[config.mk]
export PLATFORM = sky130hd
export DESIGN_NAME = peer_registry_ttl_lru
export DESIGN_NICKNAME = d
export VERILOG_FILES = /design/src/hw/rtl/prl_pkg.sv /design/src/hw/rtl/peer_registry_ttl_lru.sv
export SDC_FILE = /design/constraint.sdc
export NUM_CORES = 1
export LEC_CHECK = 0
export BUFFER_PORTS_ARGS = -buffer_cell sky130_fd_sc_hd__buf_4
export CAP_MARGIN = 20
export CORE_MARGIN = 1
export CORE_UTILIZATION = 35
export CTS_CLUSTER_DIAMETER = 30
export CTS_CLUSTER_SIZE = 20
export DETAILED_ROUTE_END_ITERATION = 8
export PLACE_DENSITY = 0.51
export SETUP_SLACK_MARGIN = 0.02
export SYNTH_ARGS = -nofsm -noshare
export SYNTH_HDL_FRONTEND = slang
export SYNTH_SLANG_ARGS = --single-unit
[constraint.sdc]
create_clock -name clk -period 12.5 [get_ports clk]
set_input_delay 2.5 -clock clk [delete_from_list [all_inputs] [get_ports clk]]
set_output_delay 2.5 -clock clk [all_outputs]
set_load 0.005 [all_outputs]
[src/hw/rtl/prl_pkg.sv]
// Package for the peer registry: table size, command and action codes, transfer structs.
package prl_pkg;

	// Table geometry
	localparam int NUM_SLOTS = 8;
	localparam int IDX_W     = (NUM_SLOTS > 1) ? $clog2(NUM_SLOTS) : 1;
	localparam int SLOT_W    = 5;
	localparam int CNT_W     = 6;

	typedef enum logic [1:0] {
		CMD_REGISTER = 2'd0,
		CMD_PRUNE    = 2'd1,
		CMD_LIST     = 2'd2
	} cmd_t;

	typedef enum logic [2:0] {
		ACT_REFRESH = 3'd0,
		ACT_FILL    = 3'd1,
		ACT_EVICT   = 3'd2,
		ACT_PRUNE   = 3'd3,
		ACT_ENTRY   = 3'd4,
		ACT_EMPTY   = 3'd5
	} action_t;

	// One command transfer
	typedef struct packed {
		logic [1:0]  cmd;
		logic [31:0] peer_ip;
		logic [31:0] now_ms;
	} req_t;

	// One result transfer
	typedef struct packed {
		logic [2:0]       action;
		logic [SLOT_W-1:0] slot;
		logic [31:0]      out_ip;
		logic [CNT_W-1:0] valid_count;
		logic             last;
	} rsp_t;

endpackage

[src/hw/rtl/peer_registry_ttl_lru.sv]
// Peer registry top level: sequencer over a small table with one shared age/compare unit.
//
// Issue a command by raising start while busy is low; the command is taken at that edge.
// A sequencer then walks the slots one per cycle through a single age subtractor and
// its compares. Register scans every slot, or stops at slot i when a refresh matches
// it; prune scans every slot. List visits the slots in order, transfers one result
// per valid slot and stops after the last valid slot (an empty table gives one
// result). Command code 3 is dropped with no result and busy stays low. Each result
// is on rsp for exactly one cycle with rsp_valid high and cannot be held off, so the
// receiver must take it then. ttl is written through cfg_we/cfg_wdata; the user must
// write it only while no command is in flight, as the block itself does not enforce
// this. No clearing pass is needed after reset: valid bits clear at once.
module peer_registry_ttl_lru (
	input  logic                clk,
	input  logic                arst_n,
	input  logic                start,
	output logic                busy,
	input  prl_pkg::req_t       req,
	input  logic                cfg_we,
	input  logic [31:0]         cfg_wdata,
	output logic                rsp_valid,
	output prl_pkg::rsp_t       rsp
);

	localparam int IW = prl_pkg::IDX_W;
	localparam int N  = prl_pkg::NUM_SLOTS;

	typedef enum logic [2:0] {
		S_IDLE,
		S_REG,
		S_PRUNE,
		S_LIST,
		S_EMIT
	} state_t;

	state_t                    state_q;
	logic [IW-1:0]             idx_q;
	logic [N-1:0]              valid_q;
	logic [31:0]               ttl_q;
	prl_pkg::req_t             req_q;
	logic                      free_found_q;
	logic [IW-1:0]             free_idx_q;
	logic [31:0]               best_q;
	logic [IW-1:0]             pick_q;
	prl_pkg::action_t          act_q;
	logic [IW-1:0]             slot_q;
	logic [31:0]               ip_q;
	logic                      rsp_valid_q;
	prl_pkg::rsp_t             rsp_q;

	logic [31:0]               addr_mem [N];
	logic [31:0]               seen_mem [N];

	logic [31:0]               cur_addr;
	logic [31:0]               cur_seen;
	logic [31:0]               age;
	logic                      expired;
	logic                      older;
	logic                      hit;
	logic                      is_free;
	logic                      last_idx;
	logic                      more_above;
	logic [prl_pkg::CNT_W-1:0] count;
	logic [IW-1:0]             choice;
	logic                      choice_free;
	logic                      wr_en;
	logic [IW-1:0]             wr_idx;

	// Shared age unit on the slot under the scan index
	always_comb begin
		cur_addr = addr_mem[idx_q];
		cur_seen = seen_mem[idx_q];
		age      = req_q.now_ms - cur_seen;
		expired  = age > ttl_q;
		older    = age > best_q;
		hit      = valid_q[idx_q] && (cur_addr == req_q.peer_ip);
		is_free  = !valid_q[idx_q] || expired;
		last_idx = (idx_q == IW'(N - 1));
	end

	// Count valid entries and look for valid ones past the scan index
	always_comb begin
		count      = '0;
		more_above = 1'b0;
		for (int j = 0; j < N; j++) begin
			count = count + prl_pkg::CNT_W'(valid_q[j]);
			if (valid_q[j] && (IW'(j) > idx_q)) begin
				more_above = 1'b1;
			end
		end
	end

	// Pick the replacement slot at the end of a register scan
	always_comb begin
		choice_free = free_found_q || is_free;
		if (free_found_q) begin
			choice = free_idx_q;
		end else if (is_free) begin
			choice = idx_q;
		end else if (older) begin
			choice = idx_q;
		end else begin
			choice = pick_q;
		end
		wr_en  = (state_q == S_REG) && (hit || last_idx);
		wr_idx = hit ? idx_q : choice;
	end

	// Table storage
	always_ff @(posedge clk) begin
		if (wr_en) begin
			addr_mem[wr_idx] <= req_q.peer_ip;
			seen_mem[wr_idx] <= req_q.now_ms;
		end
	end

	// Command payload, held for the whole command
	always_ff @(posedge clk) begin
		if (start && !busy) begin
			req_q <= req;
		end
	end

	// Sequencer, valid bits and registered result
	always_ff @(posedge clk or negedge arst_n) begin
		if (!arst_n) begin
			state_q      <= S_IDLE;
			idx_q        <= '0;
			valid_q      <= '0;
			ttl_q        <= 32'd5000;
			free_found_q <= 1'b0;
			free_idx_q   <= '0;
			best_q       <= '0;
			pick_q       <= '0;
			act_q        <= prl_pkg::ACT_REFRESH;
			slot_q       <= '0;
			ip_q         <= '0;
			rsp_valid_q  <= 1'b0;
			rsp_q        <= '0;
		end else begin
			rsp_valid_q <= 1'b0;
			if (cfg_we) begin
				ttl_q <= cfg_wdata;
			end
			unique case (state_q)
				S_IDLE: begin
					idx_q        <= '0;
					free_found_q <= 1'b0;
					best_q       <= '0;
					pick_q       <= '0;
					if (start) begin
						priority if (req.cmd == prl_pkg::CMD_REGISTER) begin
							state_q <= S_REG;
						end else if (req.cmd == prl_pkg::CMD_PRUNE) begin
							state_q <= S_PRUNE;
						end else if (req.cmd == prl_pkg::CMD_LIST) begin
							if (valid_q == '0) begin
								act_q   <= prl_pkg::ACT_EMPTY;
								slot_q  <= '0;
								ip_q    <= '0;
								state_q <= S_EMIT;
							end else begin
								state_q <= S_LIST;
							end
						end else begin
							state_q <= S_IDLE;
						end
					end
				end
				S_REG: begin
					// track first free slot and oldest slot while looking for a match
					if (is_free && !free_found_q) begin
						free_found_q <= 1'b1;
						free_idx_q   <= idx_q;
					end
					if (older) begin
						best_q <= age;
						pick_q <= idx_q;
					end
					ip_q <= req_q.peer_ip;
					if (hit) begin
						act_q   <= prl_pkg::ACT_REFRESH;
						slot_q  <= idx_q;
						state_q <= S_EMIT;
					end else if (last_idx) begin
						act_q            <= choice_free ? prl_pkg::ACT_FILL : prl_pkg::ACT_EVICT;
						slot_q           <= choice;
						valid_q[choice]  <= 1'b1;
						state_q          <= S_EMIT;
					end else begin
						idx_q <= idx_q + 1'b1;
					end
				end
				S_PRUNE: begin
					// drop the entry under the index if it has expired
					if (valid_q[idx_q] && expired) begin
						valid_q[idx_q] <= 1'b0;
					end
					if (last_idx) begin
						act_q   <= prl_pkg::ACT_PRUNE;
						slot_q  <= '0;
						ip_q    <= '0;
						state_q <= S_EMIT;
					end else begin
						idx_q <= idx_q + 1'b1;
					end
				end
				S_LIST: begin
					// transfer one result per valid slot
					if (valid_q[idx_q]) begin
						rsp_valid_q       <= 1'b1;
						rsp_q.action      <= prl_pkg::ACT_ENTRY;
						rsp_q.slot        <= prl_pkg::SLOT_W'(idx_q);
						rsp_q.out_ip      <= cur_addr;
						rsp_q.valid_count <= count;
						rsp_q.last        <= !more_above;
					end
					if (last_idx || (valid_q[idx_q] && !more_above)) begin
						state_q <= S_IDLE;
					end else begin
						idx_q <= idx_q + 1'b1;
					end
				end
				S_EMIT: begin
					rsp_valid_q       <= 1'b1;
					rsp_q.action      <= act_q;
					rsp_q.slot        <= prl_pkg::SLOT_W'(slot_q);
					rsp_q.out_ip      <= ip_q;
					rsp_q.valid_count <= count;
					rsp_q.last        <= 1'b1;
					state_q           <= S_IDLE;
				end
				default: begin
					state_q <= S_IDLE;
				end
			endcase
		end
	end

	assign busy      = (state_q != S_IDLE);
	assign rsp_valid = rsp_valid_q;
	assign rsp       = rsp_q;

endmodule

# [Yosys cells after proc, flatten, opt, wreduce, memory -nomap -nowiden]
# Memories as Yosys holds them, arrays and structs flattened.
# Cells that the tools add are included.
[op_classes] n_lt_le_gt_ge=14 n_mux=72 eq_ne=23 n_addsub=9 n_reduce_logical=42 bitwise=3
[op_table] operator="32-bit two-way mux" count=7
[op_table] operator="32-bit case mux with 3 select lines" count=1
[op_table] operator="47-bit case mux with 2 select lines" count=1
[op_table] operator="3-bit two-way mux" count=31
[op_table] operator="32-bit > comparator" count=2
[op_table] operator="32-bit case mux with 2 select lines" count=1
[op_table] operator="47-bit two-way mux" count=1
[op_table] operator="32-bit == test" count=1
[op_table] operator="32-bit subtractor" count=1
[op_table] operator="2-bit != test, second input constant" count=13
[op_table] operator="8-bit two-way mux" count=3
[op_table] operator="3-bit case mux with 4 select lines" count=2
[op_table] operator="3-bit case mux with 3 select lines" count=2
[op_table] operator="1-bit logical AND" count=16
[op_table] operator="8-bit case mux with 2 select lines" count=1
[op_table] operator="1-bit two-way mux" count=15
[op_table] operator="6-bit by 1-bit adder with 6-bit output" count=2
[op_table] operator="3-bit > comparator, first input constant" count=4
[op_table] operator="2-bit AND reduction" count=5
[op_table] operator="8-bit bitwise AND" count=1
[op_table] operator="8-bit zero test" count=1
[op_table] operator="3-bit by 4-bit less-than comparator with 1-bit output, second input constant" count=2
[op_table] operator="8-bit inverter" count=1
[op_table] operator="8-bit bitwise OR" count=1
[op_table] operator="32 further kinds" count=48
[word_totals] ff_bits=235 memories=2 out_inout_bits=49 input_bits=102 word_cells=184 ram_bits=512
[memory_table] memory="addr_mem" depth=8 width=32 rd=1 rd_ports_with_merged_regs=0 write_ports=1 line_no="peer_registry_ttl_lru.sv:51" text="logic [31:0] addr_mem [N];"
[memory_table] memory="seen_mem" depth=8 width=32 rd=1 rd_ports_with_merged_regs=0 write_ports=1 line_no="peer_registry_ttl_lru.sv:52" text="logic [31:0] seen_mem [N];"

# [Longest topological paths before layout]
[logic_depth] ltp_word=15 ltp_mapped=34 ltp_nobuf=27

# [Worst setup path before layout]
# OpenSTA, ideal clock, no wires.
[synth_path] path_type="reg-to-reg" from="register idx_q[1]" to="memory addr_mem[0][0] (enable)" setup_ns=0.507 arrival_time_ns=10.545 path_slack_ns=1.448 path_buffers=8 period_less_slack_ns=11.052 path_stages_with_launch=35 cell_sequence="dfrtp_1 > buf_6 > buf_6 > buf_6 > buf_6 > buf_2 > buf_2 > buf_1 > clkbuf_1 > mux2i_1 > nor2_1 > a21oi_1 > nor2_1 > a221oi_1 > ha_1 > o211ai_1 > a21oi_1 > o41a_1 > a21o_1 > a2111oi_0 > o211ai_1 > a31oi_1 > o21ai_0 > xor2_1 > ha_1 > nand4_1 > nor4_1 > and2_1 > a22oi_1 > nor3_1 > mux2i_1 > nand2_1 > mux2i_1 > nand2_1 > a21oi_1"
[synth_between] elab_chain_len=7 word_cells_on_any_way=20 cone_classes="1 x add/sub; 2 x order compare; 2 x eq/ne; 8 x mux; 5 x reduce/logical; 2 x memory"
[synth_lines] item="start: declaration" line_no="peer_registry_ttl_lru.sv:37" text="logic [IW-1:0] idx_q;"
[synth_lines] item="start signal: assignment" line_no="peer_registry_ttl_lru.sv:191" text="idx_q <= idx_q + 1'b1;"
[synth_lines] item="start signal: assignment" line_no="peer_registry_ttl_lru.sv:205" text="idx_q <= idx_q + 1'b1;"
[synth_lines] item="start signal: assignment" line_no="peer_registry_ttl_lru.sv:221" text="idx_q <= idx_q + 1'b1;"
[synth_lines] item="memory read 8 x 32 bit, or another cell as far along"
[synth_lines] item="32-bit subtractor, or another cell as far along" line_no="peer_registry_ttl_lru.sv:73" text="age = req_q.now_ms - cur_seen;"
[synth_lines] item="32-bit > comparator, or another cell as far along" line_no="peer_registry_ttl_lru.sv:75" text="older = age > best_q;"
[synth_lines] item="3-bit two-way mux, or another cell as far along"
[synth_lines] item="3-bit two-way mux / 1-bit logical AND (equally long branches)" line_no="peer_registry_ttl_lru.sv:98, peer_registry_ttl_lru.sv:105"
[synth_lines] item="3-bit two-way mux / 1-bit two-way mux (equally long branches)" line_no="peer_registry_ttl_lru.sv:96, peer_registry_ttl_lru.sv:111"
[synth_lines] item="3-bit two-way mux / 1-bit two-way mux (equally long branches)" line_no="peer_registry_ttl_lru.sv:106, peer_registry_ttl_lru.sv:112"
[synth_lines] item="end: declaration" line_no="peer_registry_ttl_lru.sv:51"
# Several ways; a longest one is shown, not always the timed one. The select of a mux whose other input is x is not followed.

# [Worst setup path after layout]
[layout_path] from="register idx_q[1]" to="memory seen_mem[5][14] (enable)"
[layout_between] elab_chain_len=7 word_cells_on_any_way=20 cone_classes="1 x add/sub; 2 x order compare; 2 x eq/ne; 8 x mux; 5 x reduce/logical; 2 x memory"
[layout_lines] item="memory read 8 x 32 bit, or another cell as far along"
[layout_lines] item="32-bit subtractor, or another cell as far along" line_no="peer_registry_ttl_lru.sv:73"
[layout_lines] item="32-bit > comparator, or another cell as far along" line_no="peer_registry_ttl_lru.sv:75"
[layout_lines] item="3-bit two-way mux, or another cell as far along"
[layout_lines] item="3-bit two-way mux / 1-bit logical AND (equally long branches)" line_no="peer_registry_ttl_lru.sv:98, peer_registry_ttl_lru.sv:105"
[layout_lines] item="3-bit two-way mux / 1-bit two-way mux (equally long branches)" line_no="peer_registry_ttl_lru.sv:96, peer_registry_ttl_lru.sv:111"
[layout_lines] item="3-bit two-way mux / 1-bit two-way mux (equally long branches)" line_no="peer_registry_ttl_lru.sv:106, peer_registry_ttl_lru.sv:113"
[layout_lines] item="end: declaration" line_no="peer_registry_ttl_lru.sv:52"
# Several ways; a longest one is shown, not always the timed one. The select of a mux whose other input is x is not followed.

==> flow_summary.yaml <==
outcome:
  status: "completed"
die:
  io_pins: 151
  coreArea_um2: 88800
  start_util: 0.355
  die_height_um: 302
  fp-row-count: 109
  die_x_um: 302
  dieArea_um2: 91300
synth:
  yosysSeqAreaShare: 0.681
  syn_inst: 2169
  ys_ff_latch: 743
  synth_top_area_frac: 0.549
  synth_top_cell_by_area: "edfxtp_1"
  synth.avg_cell_area_um2: 14.5
  yosysWarnings: 0
  synthMuxAreaShare: 0.0518
  postSynth.asyncResetShare: 0.225
  synth_ff_type: "edfxtp_1"
  synth.area.top_cells: "edfxtp_1 (55%), dfrtp_1 (13%), ha_1 (4.1%)"
  synthSimpleGateAreaFrac: 0.0568
  synth_cell_types: 83
  synth_top_family_by_area: "compound AO/OA/AOI/OAI gates"
  syn_area_um2: 31500
  synth_edf_count: 576
  synth_fa_ha_area_frac: 0.0441
  synth_compound_area_frac: 0.120
  synth_xor_area_frac: 0.0181
detailed_routing:
  num_vias: 19800
  routed_wl_um: 86800
  first_pass_iters: 5
  viasPerCell: 5.32
  drt_iter0_drc: 1439
  drt_drc_violations_left: 0
  antenna_left: 0
  avgRoutedWirePerCell_um: 23.3
timing:
  slew_headroom: 0.278
  worstMarginPinSlew_ns: 1.08
  whs_ns: 0.484
  hold_violations: 0
  post-route-period-util: 0.826
  max_freq_mhz: 96.8
  maxSlewViolCount: 0
  fin_setup_tns_ns: 0
  fin_crit_ns: 10.33
  setup_viol: 0
  rsz0062_at_grt: "no"
  clock_skew_ns: 0.0301
global_routing:
  track_usage: 0.191
  grt_pass1_wl_um: 130000
  grt_pass1_vias: 20500
  grt_overflow: 0
  antenna_found_initial: 0
  grt_max_degree: 80
finish:
  nets: 2630
  final_util: 0.449
  drive_gt1_frac: 0.215
  antenna_cells: 0
  area_growth_syn_to_layout_pct: 26.5
clock_network:
  clk_latency_ns: 0.74
  cts_buffer_depth: 3
  cts_tree: "done"
  clock-sinks: 743
  cts-hold-fix-buffers: 0
  htree_levels: 4
  cts-root-buf: "clkbuf_16"
  post_cts_buffers: 0
  cts_buffers: 167
  clkTransAtPathRegs_ns: 0.04
  postCtsResizedCells: 0
power:
  p_switching_mw: 3.22
  clockPowerShare: 0.432
  p_int_mw: 7.00
  combPwrFrac: 0.242
  peakVddDrop_mv: 0.139
  p_per_area_nw_per_um2: 256
  sw_frac_of_total: 0.315
  total_power_mw: 10.2
  p_leak_nw: 14.8
  pwr-share-seq: 0.325
worst_setup_path:
  rr_worst_depth: 26
  crit_type: "reg -> reg"
  critPathArrivalTime_ns: 10.68
  path_delay_family: "compound AO/OA/AOI/OAI gates"
  cp_slowest_cell: "buf_4"
  cpPeakStageDelay_ns: 0.85
  worst-path-buf-inv: 2
  critPathCaptureType: "register"
  worstPathRequired_ns: 12.85
  worst-path-stages: 26
  crit_path_start_kind: "register"
  crit_fanout: 60
  crit_top_cell: "o21ai_0"
placed_design:
  io_buffers: 146
  dp_hpwl_um: 54400
  gp_congestion: 0.836
run:
  max-cap-violations: 0
min_path:
  hold_class: "reg -> reg"
  hold_depth: 2
## per-layer routing
metal,share of wire,track usage,routed length (um),vias up
met5,0,0,0,-
met2,0.47,0.299,40900,668
met4,0.020,0.0628,1770,0
met1,0.45,0.265,38900,10100
li1,-,-,-,8941
met3,0.060,0.0412,5170,128
## metrics by stage
stage / worst slack [ns] / cells / instance area (um^2)
after global routing: 1.30 / 3728 / 39900
after floorplan: 1.45 / 2172 / 31500
after detailed placement: 2.20 / 3415 / 34100
final: 2.17 / 3728 / 39900
after global placement: 2.32 / 3414 / 34000
after CTS: 2.15 / 3727 / 39900
## cells in the final DEF (no fill, tap or decap), types with 15 or more instances in the layout
cell type and instances:
o21ai_0 108, nand4_1 18, bufinv_16 24, nor2_1 96, xor2_1 28, mux2_2 36
a221oi_1 59, clkbuf_16 169, mux2i_1 72, clkinv_1 21, ha_1 103, a21oi_1 104
a22oi_1 74, and3_1 26, nand2_1 117, a22o_1 82, clkbuf_1 20, nand3_1 24
buf_4 182, edfxtp_1 576, a31oi_1 15, a21o_1 22, inv_1 96, clkinvlp_4 23
clkinv_2 23, dfrtp_1 159, xnor2_1 37
## cells by family after synthesis
logic type      Yosys count
xor+xnor                 65
simple gates            370
other cells               1
flops                   743
compound gates          544
fa+ha+maj               108
buf+inv                 204
mux                     134
## cells in the mapped netlist (9+ instances only)
cell and count:
a221o_1 11, o21ai_0 108, edfxtp_1 576, nor2_1 102, a22oi_1 74, clkbuf_1 69
inv_1 96, buf_4 9, dfrtp_1 162, mux4_2 14, mux2i_1 72, nand2_1 118
xnor2_1 37, a221oi_1 59, nand4_1 18, a21o_1 22, and3_1 27, mux2_2 36
a22o_1 82, buf_1 10, nand3_1 24, nor2b_1 11, xor2_1 28, buf_2 12
a31oi_1 15, nor3_1 9, a21oi_1 107, ha_1 103, nand2b_1 11
## path summary, 6_finish.rpt
kind | slack (ns) | startpoint | end
worst max-delay path | 2.17 | idx_q[1] | seen_mem[5][14]
worst min-delay path | 0.48 | best_q[12] | best_q[12]
worst max register to register | 2.17 | idx_q[1] | seen_mem[5][14]
worst min register to register | 0.48 | best_q[12] | best_q[12]
max in group asynchronous | 9.48 | arst_n | rsp[30]
min in group asynchronous | 1.74 | arst_n | best_q[6]
## area by class of cell
type | instances | area, um^2
Multi-Input combinational cell | 1225 | 9300
Clock buffer | 194 | 4370
Tap cell | 1165 | 1460
Timing Repair Buffer | 187 | 1460
Fill cell | 7858 | 48900
Clock inverter | 118 | 1430
Sequential cell | 743 | 21500
Inverter | 96 | 360
## tightest hold or removal path, cell delays in order, from the launching register on
cell     delay (ns)
dfrtp_1        0.34
nand2_1        0.05
o21ai_0        0.06
## registers in the layout (all words and copies together) (netlist names)
signal,count
rsp_valid,1
ip_q,32
idx_q,3
ttl_q,32
free_found_q,1
seen_mem,256
slot_q,3
addr_mem,256
act_q,3
rsp,43
best_q,32
valid_q,8
state_q,3
req_q,64
pick_q,3
free_idx_q,3
## power groups by stage
stage          logic (mW)  registers [mW]  clock network [mW]
2_1_floorplan        1.68            3.23                   0
3_3_place_gp         2.41            3.36                   0
3_5_place_dp         2.46            3.36                   0
4_1_cts              2.48            3.33                4.48
5_1_grt              2.77            3.36                4.61
6_report             2.48            3.32                4.42
Power figures use the tool's default switching activity.
